**src/hdl/smpt_pkg.sv**
```systemverilog
// Package: shared types, protocol codes and framing tables for the mouse translator.
`timescale 1ns / 1ps

package smpt_pkg;

	typedef enum logic [1:0] {
		MT_SEVEN_BIT = 2'd0,
		MT_FIVE_A    = 2'd1,
		MT_SIGN_MAG  = 2'd2,
		MT_FIVE_B    = 2'd3
	} mtype_t;

	localparam int unsigned PKT_MAX   = 5;
	localparam int unsigned Q_DEPTH   = 2;
	localparam logic [7:0]  SYNC_BYTE = 8'h80;
	localparam logic [7:0]  OUT_HDR   = 8'h40;

	// One translated packet, already in output byte form.
	typedef struct packed {
		logic [7:0] b0;
		logic [5:0] b1;
		logic [5:0] b2;
	} pkt_t;

	// Queue status seen by the front and back ends.
	typedef struct packed {
		logic full;
		logic not_empty;
	} q_stat_t;

	function automatic logic [7:0] hdr_mask(input mtype_t t);
		case (t)
			MT_SEVEN_BIT: hdr_mask = 8'h40;
			MT_SIGN_MAG:  hdr_mask = 8'he0;
			default:      hdr_mask = 8'hf8;
		endcase
	endfunction

	function automatic logic [7:0] hdr_id(input mtype_t t);
		case (t)
			MT_SEVEN_BIT: hdr_id = 8'h40;
			default:      hdr_id = 8'h80;
		endcase
	endfunction

	// Data id is zero for every type; only the mask differs.
	function automatic logic [7:0] dat_mask(input mtype_t t);
		case (t)
			MT_SEVEN_BIT: dat_mask = 8'h40;
			MT_SIGN_MAG:  dat_mask = 8'h80;
			default:      dat_mask = 8'h00;
		endcase
	endfunction

	function automatic logic [2:0] pkt_len(input mtype_t t);
		case (t)
			MT_SEVEN_BIT: pkt_len = 3'd3;
			MT_SIGN_MAG:  pkt_len = 3'd3;
			default:      pkt_len = 3'd5;
		endcase
	endfunction

endpackage

```
**src/hdl/smpt_front.sv**
```systemverilog
// Front end: protocol register, packet framing and decode into a translated packet.
`timescale 1ns / 1ps

module smpt_front import smpt_pkg::*; (
	input  logic       clk,
	input  logic       arst_n,
	input  logic       cfg_wr_en,
	input  logic [1:0] cfg_wr_data,
	input  logic       rx_valid,
	output logic       rx_ready,
	input  logic [7:0] rx_byte,
	input  q_stat_t    q_stat,
	output logic       push,
	output pkt_t       push_pkt
);

	mtype_t     type_q;
	logic [2:0] pos_q;
	logic [7:0] bytes_q [PKT_MAX];

	logic       acc;
	logic [2:0] p0;
	logic [2:0] p1;
	logic       bad;
	logic       store;
	logic [2:0] np;
	logic       done;
	logic [7:0] bv [PKT_MAX];
	logic [2:0] buttons;
	logic [7:0] dx;
	logic [7:0] dy;
	logic [7:0] sum;

	assign rx_ready = !q_stat.full;
	assign acc      = rx_valid && rx_ready;

	always_comb begin
		p0    = (pos_q >= pkt_len(type_q)) ? 3'd0 : pos_q;
		bad   = (p0 != 3'd0) &&
		        (((rx_byte & dat_mask(type_q)) != 8'h00) || (rx_byte == SYNC_BYTE));
		p1    = bad ? 3'd0 : p0;
		store = (p1 != 3'd0) || ((rx_byte & hdr_mask(type_q)) == hdr_id(type_q));
		np    = p1 + 3'd1;
		done  = store && (np == pkt_len(type_q));
	end

	// Packet view with the incoming byte in its slot.
	always_comb begin
		for (int i = 0; i < PKT_MAX; i++) begin
			bv[i] = (p1 == 3'(i)) ? rx_byte : bytes_q[i];
		end
	end

	always_comb begin
		sum = 8'h00;
		case (type_q)
			MT_SEVEN_BIT: begin
				buttons = {bv[0][5], 1'b0, bv[0][4]};
				dx      = {bv[0][1:0], bv[1][5:0]};
				dy      = {bv[0][3:2], bv[2][5:0]};
			end
			MT_SIGN_MAG: begin
				buttons = bv[0][2:0];
				dx      = bv[0][4] ? bv[1] : 8'(-bv[1]);
				dy      = bv[0][3] ? 8'(-bv[2]) : bv[2];
			end
			default: begin
				buttons = ~bv[0][2:0];
				dx      = bv[1] + bv[3];
				sum     = bv[2] + bv[4];
				dy      = 8'(-sum);
			end
		endcase
		push_pkt.b0 = OUT_HDR | {2'b00, buttons[2], buttons[0], dy[7:6], dx[7:6]};
		push_pkt.b1 = dx[5:0];
		push_pkt.b2 = dy[5:0];
	end

	assign push = acc && done;

	always_ff @(posedge clk or negedge arst_n) begin
		if (!arst_n) begin
			type_q <= MT_SEVEN_BIT;
			pos_q  <= 3'd0;
		end else if (cfg_wr_en) begin
			type_q <= mtype_t'(cfg_wr_data);
			pos_q  <= 3'd0;
		end else if (acc) begin
			if (!store || done) begin
				pos_q <= 3'd0;
			end else begin
				pos_q <= np;
			end
		end
	end

	always_ff @(posedge clk) begin
		for (int i = 0; i < PKT_MAX; i++) begin
			if (acc && store && (p1 == 3'(i))) begin
				bytes_q[i] <= rx_byte;
			end
		end
	end

endmodule

```
**src/hdl/smpt_queue.sv**
```systemverilog
// Two-entry packet queue between front and back ends.
`timescale 1ns / 1ps

module smpt_queue import smpt_pkg::*; (
	input  logic    clk,
	input  logic    arst_n,
	input  logic    push,
	input  pkt_t    push_pkt,
	input  logic    pop,
	output pkt_t    head,
	output q_stat_t q_stat
);

	localparam int unsigned PW = $clog2(Q_DEPTH);
	localparam int unsigned CW = $clog2(Q_DEPTH + 1);

	pkt_t          mem_q [Q_DEPTH];
	logic [PW-1:0] wr_q;
	logic [PW-1:0] rd_q;
	logic [CW-1:0] cnt_q;

	assign head             = mem_q[rd_q];
	assign q_stat.full      = (cnt_q == CW'(Q_DEPTH));
	assign q_stat.not_empty = (cnt_q != '0);

	always_ff @(posedge clk or negedge arst_n) begin
		if (!arst_n) begin
			wr_q  <= '0;
			rd_q  <= '0;
			cnt_q <= '0;
		end else begin
			if (push) begin
				wr_q <= (wr_q == PW'(Q_DEPTH - 1)) ? '0 : wr_q + PW'(1);
			end
			if (pop) begin
				rd_q <= (rd_q == PW'(Q_DEPTH - 1)) ? '0 : rd_q + PW'(1);
			end
			if (push && !pop) begin
				cnt_q <= cnt_q + CW'(1);
			end else if (pop && !push) begin
				cnt_q <= cnt_q - CW'(1);
			end
		end
	end

	always_ff @(posedge clk) begin
		if (push) begin
			mem_q[wr_q] <= push_pkt;
		end
	end

endmodule

```
**src/hdl/smpt_back.sv**
```systemverilog
// Back end: serializes each queued packet into three output bytes.
`timescale 1ns / 1ps

module smpt_back import smpt_pkg::*; (
	input  logic       clk,
	input  logic       arst_n,
	input  q_stat_t    q_stat,
	input  pkt_t       head,
	output logic       pop,
	output logic       out_valid,
	input  logic       out_ready,
	output logic [7:0] out_byte,
	output logic [1:0] byte_number,
	output logic       last_byte
);

	pkt_t       pkt_q;
	logic       have_q;
	logic [1:0] idx_q;
	logic       valid_q;
	logic [7:0] byte_q;
	logic [1:0] num_q;
	logic       last_q;

	logic       adv;
	logic       src_ok;
	pkt_t       src;
	logic [1:0] idx;
	logic [7:0] sel;

	assign adv    = !valid_q || out_ready;
	assign src_ok = have_q || q_stat.not_empty;
	assign src    = have_q ? pkt_q : head;
	assign idx    = have_q ? idx_q : 2'd0;
	assign pop    = adv && !have_q && q_stat.not_empty;

	always_comb begin
		case (idx)
			2'd0:    sel = src.b0;
			2'd1:    sel = {2'b00, src.b1};
			default: sel = {2'b00, src.b2};
		endcase
	end

	always_ff @(posedge clk or negedge arst_n) begin
		if (!arst_n) begin
			have_q  <= 1'b0;
			idx_q   <= 2'd0;
			valid_q <= 1'b0;
		end else if (adv) begin
			valid_q <= src_ok;
			if (pop) begin
				have_q <= 1'b1;
				idx_q  <= 2'd1;
			end else if (have_q) begin
				idx_q <= idx_q + 2'd1;
				if (idx_q == 2'd2) begin
					have_q <= 1'b0;
				end
			end
		end
	end

	always_ff @(posedge clk) begin
		if (pop) begin
			pkt_q <= head;
		end
		if (adv && src_ok) begin
			byte_q <= sel;
			num_q  <= idx;
			last_q <= (idx == 2'd2);
		end
	end

	assign out_valid   = valid_q;
	assign out_byte    = byte_q;
	assign byte_number = num_q;
	assign last_byte   = last_q;

endmodule

```
**src/hdl/serial_mouse_packet_translator_unit.sv**
```systemverilog
// Byte 0 of a packet passes the queue entry, then the registered output stage.
// Bytes 1 and 2 follow in order, each held while out_ready is low.
// Input: one item per cycle while the two-packet queue has room (rx_ready = not full).
// Sustained rate is set by the back-end serializer: three output bytes per packet.
// Reset (arst_n low, async): protocol type 0, framing position 0, queue and output empty.
`timescale 1ns / 1ps

module serial_mouse_packet_translator_unit import smpt_pkg::*; (
	input  logic       clk,
	input  logic       arst_n,
	// protocol register write (mouse_type); restarts framing
	input  logic       cfg_wr_en,
	input  logic [1:0] cfg_wr_data,
	// received mouse bytes
	input  logic       rx_valid,
	output logic       rx_ready,
	input  logic [7:0] rx_byte,
	// translated three-byte packets
	output logic       out_valid,
	input  logic       out_ready,
	output logic [7:0] out_byte,
	output logic [1:0] byte_number,
	output logic       last_byte
);

	// Front end frames bytes and decodes a full packet in the cycle its last
	// byte arrives; the result goes straight into the queue.
	q_stat_t q_stat;
	logic    push;
	pkt_t    push_pkt;
	logic    pop;
	pkt_t    head;

	smpt_front u_front (
		.clk         (clk),
		.arst_n      (arst_n),
		.cfg_wr_en   (cfg_wr_en),
		.cfg_wr_data (cfg_wr_data),
		.rx_valid    (rx_valid),
		.rx_ready    (rx_ready),
		.rx_byte     (rx_byte),
		.q_stat      (q_stat),
		.push        (push),
		.push_pkt    (push_pkt)
	);

	// Queue decouples framing from output stalls.
	smpt_queue u_queue (
		.clk      (clk),
		.arst_n   (arst_n),
		.push     (push),
		.push_pkt (push_pkt),
		.pop      (pop),
		.head     (head),
		.q_stat   (q_stat)
	);

	// Back end sends byte 0 straight from the queue head, then bytes 1, 2
	// from its held copy, through a registered output stage.
	smpt_back u_back (
		.clk         (clk),
		.arst_n      (arst_n),
		.q_stat      (q_stat),
		.head        (head),
		.pop         (pop),
		.out_valid   (out_valid),
		.out_ready   (out_ready),
		.out_byte    (out_byte),
		.byte_number (byte_number),
		.last_byte   (last_byte)
	);

endmodule

```
**config.mk**
```make
export PLATFORM = sky130hd
export DESIGN_NAME = serial_mouse_packet_translator_unit
export DESIGN_NICKNAME = d
export VERILOG_FILES = /design/src/hdl/smpt_pkg.sv /design/src/hdl/smpt_front.sv /design/src/hdl/smpt_queue.sv /design/src/hdl/smpt_back.sv /design/src/hdl/serial_mouse_packet_translator_unit.sv
export SDC_FILE = /design/constraint.sdc
export NUM_CORES = 1
export LEC_CHECK = 0
export ABC_CLOCK_PERIOD_IN_PS = 6460
export CORE_ASPECT_RATIO = 1.25
export CORE_MARGIN = 4
export CORE_UTILIZATION = 40
export CTS_CLUSTER_DIAMETER = 60
export DETAILED_ROUTE_END_ITERATION = 8
export DONT_BUFFER_PORTS = 1
export PLACE_DENSITY_LB_ADDON = 0.3
export SYNTH_ARGS = -nofsm -noshare
export SYNTH_HDL_FRONTEND = slang
export SYNTH_HIERARCHICAL = 1
export SYNTH_SLANG_ARGS = --single-unit
```
**constraint.sdc**
```tcl
create_clock -name clk -period 6.46 [get_ports clk]
set_clock_uncertainty 0.1 [all_clocks]
set_input_delay 0 -clock clk [delete_from_list [all_inputs] [get_ports clk]]
set_output_delay 0 -clock clk [all_outputs]
set_load 0.1 [all_outputs]
```
Word level (Yosys, flattened, before mapping):

Memory sizes are Yosys's and may differ from the RTL's.
Cells that the tools add are included.

* input bits: 15
* memory bits (writable): 76
* output and inout port bits: 13
* register bits after elaboration: 44
* memories: 2
* word-level logic and storage cells: 140

Memory list
* u_front.bytes_q: depth 5, width 8, rd ports 5, clocked after Yosys merged registers in 0, write ports 1, RTL line smpt_front.sv:19 `logic [7:0] bytes_q [PKT_MAX];`
* u_queue.mem_q: depth 2, width 18, rd ports 1, clocked after Yosys merged registers in 0, write ports 1, RTL line smpt_queue.sv:17 `pkt_t mem_q [Q_DEPTH];`

* reductions and logical operators: 42
* order comparisons: 1
* multiplexer cells: 55
* bitwise logic cells: 3
* equality and inequality tests: 12
* add/subtract/negate cells: 11

Operators by type and width (count)
* $mux 8: 11
* $pmux 8 s2: 5
* $reduce_or 8->1: 4
* $mux 3: 10
* $neg 8->8: 3
* $mux 1: 21
* $mux 20: 1
* $add 8x8->8: 2
* $and 8x8->8: 2
* $logic_and 1x1->1: 15
* $mux 2: 5
* $eq 2x2->1 const B: 4
* $eq 8x8->1: 1
* $eq 8x8->1 const B: 1
* $reduce_bool 2->1: 4
* $reduce_bool 8->1: 1
* $eq 3x2->1 const B: 2
* $logic_not 1->1: 6
* $mux 6: 1
* $pmux 3 s2: 1
* $reduce_bool 3->1: 2
* $logic_or 1x1->1: 5
* $add 2x1->2 const B: 2
* $logic_not 2->1: 2
* 12 further kinds: 13

Logic depth before layout (Yosys ltp):

Gate-level depths: netlist (run 1).

* depth in word-level cells: 19
* mapped depth: 24
* mapped depth without buffers: 22

Hierarchy:

The synthesis (run 1) kept the hierarchy.

Modules (own cells, without submodules)
* smpt_front: times used 1, area each 3781.1 um2, cells an instance 394, seq. area each 1266.2 um2
* smpt_queue: times used 1, area each 1709.1 um2, cells an instance 78, seq. area each 1301.2 um2
* smpt_back: times used 1, area each 1385.1 um2, cells an instance 87, seq. area each 1031.0 um2

Worst setup path after synthesis (run 1):

Ideal clock, no wire load.

* kind: input to register
* start point: input port rx_byte[2]
* end point: memory u_queue/mem_q[0][15] (netlist name), data pin
* setup time: 0.270 ns
* setup slack: 2.290 ns
* buffers on the path: 3
* data required time: 6.090 ns
* arrival time: 3.800 ns
* stages: 21
* cell sequence: buf_6 or4_1 buf_2 o22ai_1 nor2_1 nand2_1 a21oi_1 ha_1 nand2_8 buf_2 o22a_1 nor2_1 a221oi_1 ha_1 nor2b_1 o21ai_0 a21oi_1 or4b_2 nand3_1 xnor2_1 a21oi_2

RTL lines
* start, declared: RTL line serial_mouse_packet_translator_unit.sv:17 `input logic [7:0] rx_byte,`
* end, declared: RTL line smpt_queue.sv:17

==> summary.md, run 1 <==
| Metric | Value |
|---|---|
| Most Frequent Cell on Critical Path | `inv_1` |
| Max stage delay on crit path | `1.00 ns` |
| Pleak | `2.86 nW` |
| Die Height | `155 µm` |
| Reg clk slew, reported paths | `0.06 ns` |
| CP cell instances | `inv_1 > nand2_1 > nand3_1 > ha_1 > inv_1 > nor2_1 > a22oi_1 > nor2_1 > a21oi_1 > o21ai_0 > ha_1 > inv_1 > fa_1 > nor2b_1 > o21ai_0 > a21oi_1 > or4b_2 > nand3_1 > xnor2_1 > a21oi_2` |
| Clk Tree Root Cell | `clkbuf_16` |
| First-pass GRT wire length | `23.7 mm` |
| Largest net degree at the start of global routing | `36` |
| Peak supply drop | `0.221 mV` |
| CP required | `6.48 ns` |
| DRT Wirelength | `14.9 mm` |
| Initial antenna violation count | `0` |
| Row count | `53` |
| Post-synth EDFFs | `109` |
| Clock Sinks | `122` |
| Skew-Pair Late Insertion Delay | `0.42 ns` |
| Fin nets | `601` |
| Gr usage total | `15.7%` |
| Worst-case clock buffer depth | `2` |
| Final hold violations | `0` |
| Vias in the first global route | `4369` |
| Post-synth top area share | `47.6%` |
| Synth Cell Area | `6880 µm²` |
| Slew headroom | `30.8%` |
| Top-Level Pins | `28` |
| CORE AREA | `16800 µm²` |
| CP arrival | `5.20 ns` |
| PD cells | `345 nW/µm²` |
| Worst-margin pin slew | `1.04 ns` |
| Period utilisation layout | `80.1%` |
| Top post-synthesis cells by count | `109 x edfxtp_1, 35 x nor2_1, 29 x nand2_1, 28 x mux2i_1, 23 x o21ai_0` |
| Total CTS buffers | `17` |
| CP max stage cell | `dfrtp_1` |
| Crit path launch type | `flop` |
| Post-CTS setup buffers | `0` |
| Unique masters post-synth | `83` |
| Synth area leader | `edfxtp_1` |
| Routed vias/inst | `5.62` |
| Mapped Nets | `597` |
| GP Congestion | `0.932` |
| Final setup violating endpoints | `0` |
| Yosys reg bits | `122` |
| Synth area leaders | `edfxtp_1 48%, dfrtp_1 4.7%, mux2_4 4.6%, mux2i_1 4.1%, ha_1 4.0%` |
| WP buf/inv | `3` |
| Syn avg cell area | `12.3 µm²` |
| Share of flip-flops with an asynchronous set or reset | `10.7%` |
| Placed Area | `6920 µm²` |
| FMAX | `193 MHz` |
| RSZ-0062 raised after global routing | `no` |
| DRT iter0 DRCs | `325` |
| Setup ws final | `1.28 ns` |
| Pre-CTS setup slack | `1.37 ns` |
| Detailed-route DRC error count | `0` |
| GRT overflow | `0` |
| Vias | `4476` |
| Max-Cap Viols | `0` |
| Detailed Place HPWL | `10.0 mm` |
| Starting Density | `40.8%` |
| Setup CP Type | `reg2reg` |
| Filler Cell Count | `1543` |
| Antenna viol nets, final | `0` |
| Crit path time final | `5.18 ns` |
| CTS tree | `yes` |
| Seq/Total Area, Yosys | `52.3%` |
| Syn Inst Count | `559` |
| Share of post-route cells with drive strength above 1 | `16.7%` |
| Average wire per standard cell | `18.6 µm` |
| Port-buffer cells | `0` |
| Tightest hold margin | `0.0138 ns` |
| Fin area | `7660 µm²` |
| Final slew viol count | `0` |
| Setup TNS | `0 ns` |
| Status | `complete, no violations` |
| Die Footprint | `19400 µm²` |
| Cell family with most CP delay | `simple AND/OR/NAND/NOR gates` |
| Top FF cell, synth | `edfxtp_1` |
| Top-count cell post-synth | `edfxtp_1` |
| Power Total | `2.65 mW` |
| Die W | `125 µm` |
| P&R area growth vs syn | `11.5%` |
| Synth Warn # | `6` |
| Iteration count of the initial detailed-routing pass | `5` |
| Htree depth | `4` |
| CP Capture Type | `flop` |
| Critical path peak fanout | `35` |
| Worst min path class | `in2reg` |
## state kept, by name (all words and copies together) (netlist names), 2 cells and up
| register | count |
|---|---|
| u_back/byte_number | 2 |
| u_back/idx_q | 2 |
| u_back/out_byte | 8 |
| u_back/pkt_q | 20 |
| u_front/bytes_q | 38 |
| u_front/pos_q | 3 |
| u_front/type_q | 2 |
| u_queue/cnt_q | 2 |
| u_queue/mem_q | 40 |
## power by group
group	total, mW	switching [mW]	internal, mW
clock	0.946	0.394	0.552
sequential	1.29	0.318	0.976
combinational	0.405	0.220	0.185
total	2.65	0.931	1.71
## worst min-delay path: cells and delay by family
family / cells / cell delay (ns)
xor+xnor: 1 / 0.16
simple gates: 2 / 0.25
## kinds of logic after synthesis
logic type,after synthesis,share of synthesized area (%)
muxes,63,11.0
DFF,122,52.3
buffers and inverters,56,5.04
and+or+nand+nor,141,11.2
xor gates and xnor gates,27,3.44
other,2,0.109
AOI/OAI and AO/OA,123,12.3
adders and majority gates,25,4.59
## layout by cell type, fill, tap and decap left out, drive strengths merged, types with 7 or more instances in the layout
cell         Yosys  final
edfxtp         109    109
nor2            35     35
inv             23     35
mux2            35     35
o21ai           34     34
nand2           31     31
mux2i           28     28
ha              22     22
a21oi           18     18
clkbuf          13     17
dlygate4sd3      1     15
nand3           14     14
xor2            14     14
dfrtp           13     13
xnor2           13     13
o211ai           9      9
a31oi            9      9
nor2b            8      8
and3             8      8
a211oi           7      7
## routing by layer
metal	track usage (%)	part of all wire [%]	vias to the layer above
li1	-	-	2125
met1	19.4	42	2142
met2	26.1	50	172
met3	3.83	5.3	37
met4	6.82	2.6	0
met5	0	0	-
## worst paths after layout
path	slack, ns	end	startpoint	depth (start not counted)
setup / recovery	1.28	u_queue/mem_q[1][15]$_DFFE_PP_	u_front/type_q[0]$_DFFE_PN0P_	20
setup reg to reg	1.28	u_queue/mem_q[1][15]$_DFFE_PP_	u_front/type_q[0]$_DFFE_PN0P_	20
min in group asynchronous	0.52	u_front/pos_q[2]$_DFFE_PN0P_	arst_n	2
hold reg to reg	0.38	u_queue/cnt_q[1]$_DFFE_PN0P_	u_queue/cnt_q[1]$_DFFE_PN0P_	1
hold / removal	0.01	u_queue/mem_q[1][8]$_DFFE_PP_	rx_byte[2]	3
max in group asynchronous	5.32	u_queue/wr_q$_DFFE_PN0P_	arst_n	2
## timing repair
item	in CTS	in global routing
hold buffers	15	0
hold endpoints to repair	66	0
resized for setup	0	0
## area by class of cell
| type | instances | area, µm² | area share, % |
|---|---|---|---|
| Timing Repair Buffer | 17 | 165 | 2.15 |
| Tap cell | 220 | 275 | 3.59 |
| Multi-Input combinational cell | 381 | 2930 | 38.3 |
| Clock inverter | 15 | 168 | 2.19 |
| Sequential cell | 122 | 3600 | 46.9 |
| Clock buffer | 17 | 425 | 5.55 |
| Inverter | 24 | 97.6 | 1.27 |
| Antenna cell | 1 | 2.50 | 0.0326 |
## per-stage QoR
step	std cells	utilization, %
6_report	797	45.5
5_1_grt	796	45.5
4_1_cts	796	45.5
3_5_place_dp	749	41.1
3_3_place_gp	749	41.1
2_1_floorplan	559	-
No activity file was read; power rests on OpenSTA's default activity.
==> inputs of run 2 (changes only) <==
--- a/config.mk
+++ b/config.mk
@@ -5,7 +5,7 @@
 export SDC_FILE = /design/constraint.sdc
 export NUM_CORES = 1
 export LEC_CHECK = 0
-export ABC_CLOCK_PERIOD_IN_PS = 6460
+export ABC_CLOCK_PERIOD_IN_PS = 4640
 export CORE_ASPECT_RATIO = 1.25
 export CORE_MARGIN = 4
 export CORE_UTILIZATION = 40
==> constraint.sdc (replaced) <==
create_clock -name clk -period 4.64 [get_ports clk]
set_clock_uncertainty 0.1 [all_clocks]
set_input_delay 0 -clock clk [delete_from_list [all_inputs] [get_ports clk]]
set_output_delay 0 -clock clk [all_outputs]
set_load 0.1 [all_outputs]
==> run 2 against run 1 <==
Compared with the run above:
- clock-buffer cell count rose by 2
- non-clock buffer count rose by 6
- flip-flop and latch count did not move
- sequential share of layout area fell by 0.25 points
- combinational power rose by 42%
- hold slack improved by 0.0060 ns
- cell area rose by 0.54%
- via count fell by 0.58%
- power rose by 39%
- global-route usage rose by 0.10 points
- utilization rose by 0.25 points
- wire length rose by 1.0%
- highest routed layer unchanged
==> summary.md, run 2 (synthesis gave the netlist of run 1 again) <==
| Metric | Value |
|---|---|
| Critical path peak fanout | `19 (-46%)` |
| DP Cell Count | `755 (+0.80%)` |
| P&R area growth vs syn | `12.1%` |
| Fin nets | `607 (+1.0%)` |
| Detailed Place HPWL | `10.4 mm (+3.4%)` |
| Clock Sinks | `122 (unchanged)` |
| Final hold violations | `0 (unchanged)` |
| Detailed-route DRC error count | `0 (unchanged)` |
| Status | `complete, no violations` |
| RSZ-0062 raised after global routing | `no` |
| Port-buffer cells | `0 (unchanged)` |
| Die W | `125 µm (unchanged)` |
| Final slew viol count | `0 (unchanged)` |
| Peak supply drop | `0.323 mV (+46%)` |
| Most frequent cells in the layout | `109 x edfxtp_1, 33 x nor2_1, 29 x nand2_1` |
| CTS tree | `yes` |
| Vias | `4450 (-0.58%)` |
| Routed vias/inst | `5.55 (-1.2%)` |
| Initial antenna violation count | `0 (unchanged)` |
| Biggest regs | `u_queue/mem_q x40, u_front/bytes_q x38, u_back/pkt_q x20` |
| Total CTS buffers | `17 (unchanged)` |
| Commonest non-fill, non-tap cell in the layout | `edfxtp_1` |
| R2r setup slk | `0.39 ns (-0.89 ns)` |
| # diodes | `0 (-1)` |
| Worst min path class | `in2reg` |
| Largest net degree at the start of global routing | `31 (-14%)` |
| Worst reg2reg path depth | `15 (-25%)` |
| CP Capture Type | `flop` |
| Die Height | `155 µm (unchanged)` |
| Layout Cells excl Fill | `802 (+0.63%)` |
| Final setup violating endpoints | `0 (unchanged)` |
| DRT iter0 DRCs | `276 (-15%)` |
| Iteration count of the initial detailed-routing pass | `6 (+1)` |
| Clk Tree Root Cell | `clkbuf_16` |
| Pre-CTS setup slack | `0.207 ns (-1.16 ns)` |
| Pleak | `2.87 nW (+0.52%)` |
| GRT overflow | `0 (unchanged)` |
| FMAX | `235 MHz (+22%)` |
| Antenna viol nets, final | `0 (unchanged)` |
| Setup TNS | `0 ns (unchanged)` |
| Hold Crit Depth | `3 (unchanged)` |
| Max reg flops | `40 (unchanged)` |
| Register name with the most flops | `u_queue/mem_q` |
| Vias in the first global route | `4457 (+2.0%)` |
| Reg clk slew, reported paths | `0.06 ns (about the same)` |
| Top-Level Pins | `28 (unchanged)` |
| Htree depth | `4 (unchanged)` |
| Gr usage total | `15.8% (+0.10 points)` |
| Skew-Pair Late Insertion Delay | `0.42 ns (about the same)` |
| Setup ws final | `0.394 ns (-0.890 ns)` |
| Setup CP Type | `reg2reg` |
| Average wire per standard cell | `18.7 µm (+0.40%)` |
| Worst-case clock buffer depth | `2 (unchanged)` |
| Period utilisation layout | `91.5% (+11 points)` |
| Filler Cell Count | `1513 (-1.9%)` |
| Starting Density | `40.8% (unchanged)` |
| Die Footprint | `19400 µm² (unchanged)` |
| Post-CTS setup buffers | `0 (unchanged)` |
| CP arrival | `4.30 ns (-0.90 ns)` |
| GP Congestion | `0.953 (+2.2%)` |
| Share of post-route cells with drive strength above 1 | `17.7% (+1.0 points)` |
| Tightest hold margin | `0.0198 ns (+0.00597 ns)` |
| Worst-margin pin slew | `1.04 ns (-0.000860 ns)` |
| Slew headroom | `30.8% (+0.057 points)` |
| CP required | `4.69 ns (-1.79 ns)` |
| DRT Wirelength | `15.0 mm (+1.0%)` |
| Crit path launch type | `flop` |
| PD cells | `475 nW/µm² (+38%)` |
| Max-Cap Viols | `0 (unchanged)` |
| Row count | `53 (unchanged)` |
| CORE AREA | `16800 µm² (unchanged)` |
| First-pass GRT wire length | `23.8 mm (+0.55%)` |
| Crit path time final | `4.25 ns (-0.930 ns)` |
run 2: final cells by class:
class / count / area, µm² / share of cell area, %
multi-input cells: 381 / 2940 / 38.1
well taps: 220 / 275 / 3.57
clock inverters: 13 / 144 / 1.87
inverters: 24 / 97.6 / 1.27
flip-flops and latches: 122 / 3600 / 46.7
clock buffers: 19 / 443 / 5.75
repair buffers: 23 / 210 / 2.73
run 2: path summary, 6_finish.rpt:
path                                              start                             end
setup / recovery           u_front/pos_q[1]$_DFFE_PN0P_  u_queue/mem_q[1][15]$_DFFE_PP_
hold / removal                               rx_byte[2]  u_queue/mem_q[1][17]$_DFFE_PP_
setup reg to reg           u_front/pos_q[1]$_DFFE_PN0P_  u_queue/mem_q[1][15]$_DFFE_PP_
hold reg to reg            u_queue/cnt_q[1]$_DFFE_PN0P_    u_queue/cnt_q[1]$_DFFE_PN0P_
max in group asynchronous                        arst_n    u_front/pos_q[0]$_DFFE_PN0P_
min in group asynchronous                        arst_n     u_back/idx_q[1]$_DFFE_PN0P_
run 2: worst max-delay path: stages (launching register included):
cell      delay [ns]
dfrtp_1         0.47
and4bb_2        0.38
o21a_1          0.44
inv_8           0.16
nand2_8         0.18
mux2i_1         0.31
ha_1            0.31
inv_1           0.09
fa_1            0.21
nor2b_1         0.06
o21ai_0         0.20
a21oi_1         0.13
or4b_2          0.61
nand3_1         0.12
xnor2_1         0.14
a21oi_2         0.08
run 2: report_power, final:
group          total [mW]  internal [mW]  leakage (nW)  switching [mW]
Clock                1.30          0.807         0.276           0.490
Combinational       0.576          0.261          1.45           0.315
Sequential           1.79           1.36          1.15           0.431
run 2: metal layers:
metal  track usage [%]  part of all wire [%]  vias up
met3              3.80                   4.8       32
met5                 0                     0        -
met1              19.1                    42     2134
met4              6.46                   2.7        0
met2              27.0                    50      149
li1                  -                     -     2135
run 2: per-stage QoR:
stage	utilization [%]	cell area (µm²)	power [mW]
final	45.8	7710	3.66
after global routing	45.8	7710	3.81
after CTS	45.7	7700	3.70
after detailed placement	41.3	6960	2.37
after global placement	41.3	6960	2.36
after floorplan	-	6880	2.30
run 2: repair_timing:
action | in CTS | in global routing
endpoints found under the setup margin | 0 | 2
hold buffers | 15 | 0
hold endpoints to repair | 64 | 0
gates resized for setup | 0 | 2
==> inputs of run 3 (changes only) <==
--- a/config.mk
+++ b/config.mk
@@ -5,13 +5,14 @@
 export SDC_FILE = /design/constraint.sdc
 export NUM_CORES = 1
 export LEC_CHECK = 0
-export ABC_CLOCK_PERIOD_IN_PS = 4640
+export ABC_CLOCK_PERIOD_IN_PS = 4500
 export CORE_ASPECT_RATIO = 1.25
 export CORE_MARGIN = 4
 export CORE_UTILIZATION = 40
 export CTS_CLUSTER_DIAMETER = 60
 export DETAILED_ROUTE_END_ITERATION = 8
 export DONT_BUFFER_PORTS = 1
+export GPL_ROUTABILITY_DRIVEN = 0
 export PLACE_DENSITY_LB_ADDON = 0.3
 export SYNTH_ARGS = -nofsm -noshare
 export SYNTH_HDL_FRONTEND = slang
==> constraint.sdc (replaced) <==
create_clock -name clk -period 4.5 [get_ports clk]
set_clock_uncertainty 0.1 [all_clocks]
set_input_delay 0 -clock clk [delete_from_list [all_inputs] [get_ports clk]]
set_output_delay 0 -clock clk [all_outputs]
set_load 0.1 [all_outputs]
==> run 3 against run 2 <==
Compared with the run above:
- cell area decreased by 0.49%
- highest routed layer unchanged
- utilization shrank 0.22 points
- largest cell class unchanged
- flip-flop and latch count did not move
- fmax fell by 0.58%
- setup slack got worse by 0.16 ns
- clock power is 8% lower
==> summary.md, run 3 (synthesis gave the netlist of run 1 again) <==
| Metric | Value |
|---|---|
| Gr usage total | `15.5% (-0.24 points)` |
| Row count | `53 (unchanged)` |
| Util after Layout | `45.5% (-0.22 points)` |
| Layout Cells excl Fill | `803 (+0.12%)` |
| DRT iter0 DRCs | `297 (+7.6%)` |
| Vias | `4460 (+0.22%)` |
| Initial antenna violation count | `0 (unchanged)` |
| Worst min path class | `in2reg` |
| Share of post-route cells with drive strength above 1 | `18.2% (+0.48 points)` |
| Crit path launch type | `flop` |
| PD cells | `475 nW/µm² (about the same)` |
| Register name with the most flops | `u_queue/mem_q` |
| Die W | `125 µm (unchanged)` |
| Max reg flops | `40 (unchanged)` |
| Period utilisation layout | `94.9% (+3.4 points)` |
| CTS tree | `yes` |
| Setup TNS | `0 ns (unchanged)` |
| Peak supply drop | `0.275 mV (-15%)` |
| Largest net degree at the start of global routing | `31 (unchanged)` |
| Total CTS buffers | `17 (unchanged)` |
| Die Height | `155 µm (unchanged)` |
| P&R area growth vs syn | `11.5%` |
| Placed Area | `6980 µm² (+0.22%)` |
| Htree depth | `4 (unchanged)` |
| Setup CP Type | `reg2reg` |
| Final slew viol count | `0 (unchanged)` |
| Final hold violations | `0 (unchanged)` |
| Vias in the first global route | `4388 (-1.5%)` |
| Psw | `1.26 mW (+2.3%)` |
| Iteration count of the initial detailed-routing pass | `5 (-1)` |
| GRT overflow | `0 (unchanged)` |
| Die Footprint | `19400 µm² (unchanged)` |
| CP required | `4.55 ns (-0.14 ns)` |
| Skew-Pair Late Insertion Delay | `0.41 ns (about the same)` |
| Max-Cap Viols | `0 (unchanged)` |
| Detailed-route DRC error count | `0 (unchanged)` |
| CP arrival | `4.32 ns (+0.02 ns)` |
| CP max stage cell | `or4b_2` |
| Biggest regs | `u_queue/mem_q x40, u_front/bytes_q x38, u_back/pkt_q x20` |
| Detailed Place HPWL | `10.2 mm (-1.8%)` |
| CP Capture Type | `flop` |
| Starting Density | `40.8% (unchanged)` |
| Fin area | `7670 µm² (-0.49%)` |
| Most frequent cells in the layout | `109 x edfxtp_1, 33 x nor2_1, 29 x nand2_1` |
| RSZ-0062 raised after global routing | `no` |
| Antenna viol nets, final | `0 (unchanged)` |
| Top-Level Pins | `28 (unchanged)` |
| Clk Tree Root Cell | `clkbuf_16` |
| Average wire per standard cell | `18.3 µm (-2.0%)` |
| FMAX | `234 MHz (-0.58%)` |
| Status | `complete, no violations` |
| Port-buffer cells | `0 (unchanged)` |
| DP Cell Count | `757 (+0.26%)` |
| Crit path time final | `4.27 ns (+0.0249 ns)` |
| CP cell instances | `mux2i_2 > o22ai_2 > nor2_1 > nand3_1 > ha_1 > buf_4 > nand2_8 > o22a_1 > nor2_1 > a221oi_1 > ha_1 > nor2b_1 > o21ai_1 > a21oi_1 > or4b_2 > nand3_1 > xnor2_1 > a21oi_2` |
| Pleak | `2.86 nW (-0.56%)` |
| Reg clk slew, reported paths | `0.05 ns (about the same)` |
| Comb pwr share | `15.5% (-0.2 points)` |
| CORE AREA | `16800 µm² (unchanged)` |
| Worst-case clock buffer depth | `2 (unchanged)` |
| Clock network fraction of total power | `33.0% (-2.4 points)` |
| Worst-margin pin slew | `1.02 ns (-0.0119 ns)` |
| Flop pwr share | `51.5% (+2.6 points)` |
| Pre-CTS setup slack | `0.258 ns (+0.0518 ns)` |
| Switching part of the total | `34.7% (+0.98 points)` |
| Setup ws final | `0.229 ns (-0.165 ns)` |
| Final setup violating endpoints | `0 (unchanged)` |
| First-pass GRT wire length | `23.7 mm (-0.41%)` |
| DRT Wirelength | `14.7 mm (-1.9%)` |
| Cell-internal power | `2.38 mW (-2.0%)` |
| Slew headroom | `31.6% (+0.80 points)` |
| # diodes | `0 (unchanged)` |
| WP buf/inv | `1 (-1)` |
| Fin nets | `608 (+0.16%)` |
| Commonest non-fill, non-tap cell in the layout | `edfxtp_1` |
| Clock Sinks | `122 (unchanged)` |
| Critical path peak fanout | `18 (-1)` |
| Cell family with most CP delay | `simple AND/OR/NAND/NOR gates` |
| Routed vias/inst | `5.55 (about the same)` |
| Max stage delay on crit path | `0.62 ns (about the same)` |
## run 3: cell count changes in the layout (fill, tap and decap cells not counted), moves of 2 or more
cell | previous run | this run
buf_4 | 8 | 10
bufinv_16 | 2 | 0
mux2i_2 | 0 | 2
clkinvlp_4 | 4 | 1
clkinv_4 | 3 | 5
mux2i_1 | 28 | 26
## run 3: routing by layer
layer / share of wire (%) / wire length (µm) / track usage (%)
met5: 0 / 0 / 0
met2: 50 / 7300 / 26.1
met1: 43 / 6380 / 19.5
met4: 3.2 / 465 / 6.51
met3: 3.9 / 580 / 3.21
## run 3: path summary, 6_finish.rpt
| kind | start | end | slack (ns) | cells past startpoint |
|---|---|---|---|---|
| setup / recovery | u_front/type_q[1]$_DFFE_PN0P_ | u_queue/mem_q[0][15]$_DFFE_PP_ | 0.23 | 18 |
| hold / removal | rx_byte[3] | u_queue/mem_q[0][3]$_DFFE_PP_ | 0.02 | 3 |
| setup reg to reg | u_front/type_q[1]$_DFFE_PN0P_ | u_queue/mem_q[0][15]$_DFFE_PP_ | 0.23 | 18 |
| hold reg to reg | u_queue/cnt_q[1]$_DFFE_PN0P_ | u_queue/cnt_q[1]$_DFFE_PN0P_ | 0.37 | 1 |
| max in group asynchronous | arst_n | u_queue/cnt_q[0]$_DFFE_PN0P_ | 3.28 | 2 |
| min in group asynchronous | arst_n | u_back/idx_q[0]$_DFFE_PN0P_ | 0.58 | 2 |
## run 3: final cells by class
type                            instances  area [µm²]
Tap cell                              220         275
Clock inverter                         13        96.3
Sequential cell                       122        3600
Timing Repair Buffer                   24         215
Fill cell                            1547        9180
Clock buffer                           19         433
Multi-Input combinational cell        381        2950
Inverter                               24        97.6
## run 3: metrics by stage
step	total power [mW]	hold WS [ns]
finish	3.64	0.0226
global placement	2.43	-0.395
global route	3.80	0.0208
floorplan	2.37	-0.396
CTS	3.67	0.00171
detailed placement	2.45	-0.395
## run 3: power by group through the flow
stage	Sequential [mW]	Combinational (mW)	Clock (mW)
after floorplan	1.82	0.552	0
after global placement	1.90	0.536	0
after detailed placement	1.90	0.548	0
after CTS	1.88	0.570	1.22
after global routing	1.89	0.623	1.28
final	1.88	0.565	1.20
## run 3: repair_timing
item / CTS / global route
endpoints found under the hold margin: 64 / 0
setup endpoints to repair: 0 / 2
resized for setup: 0 / 6
buffers inserted: 0 / 0
hold buffers: 14 / 0
## run 3: worst reg2reg max path: cells and delay by family (launching register included)
| family | cells | cell delay (ns) |
|---|---|---|
| simple gates | 7 | 1.41 |
| flops | 1 | 0.39 |
| fa+ha+maj | 2 | 0.58 |
| buf+inv | 1 | 0.17 |
| xor+xnor | 1 | 0.14 |
| mux | 1 | 0.28 |
| compound gates | 6 | 0.94 |
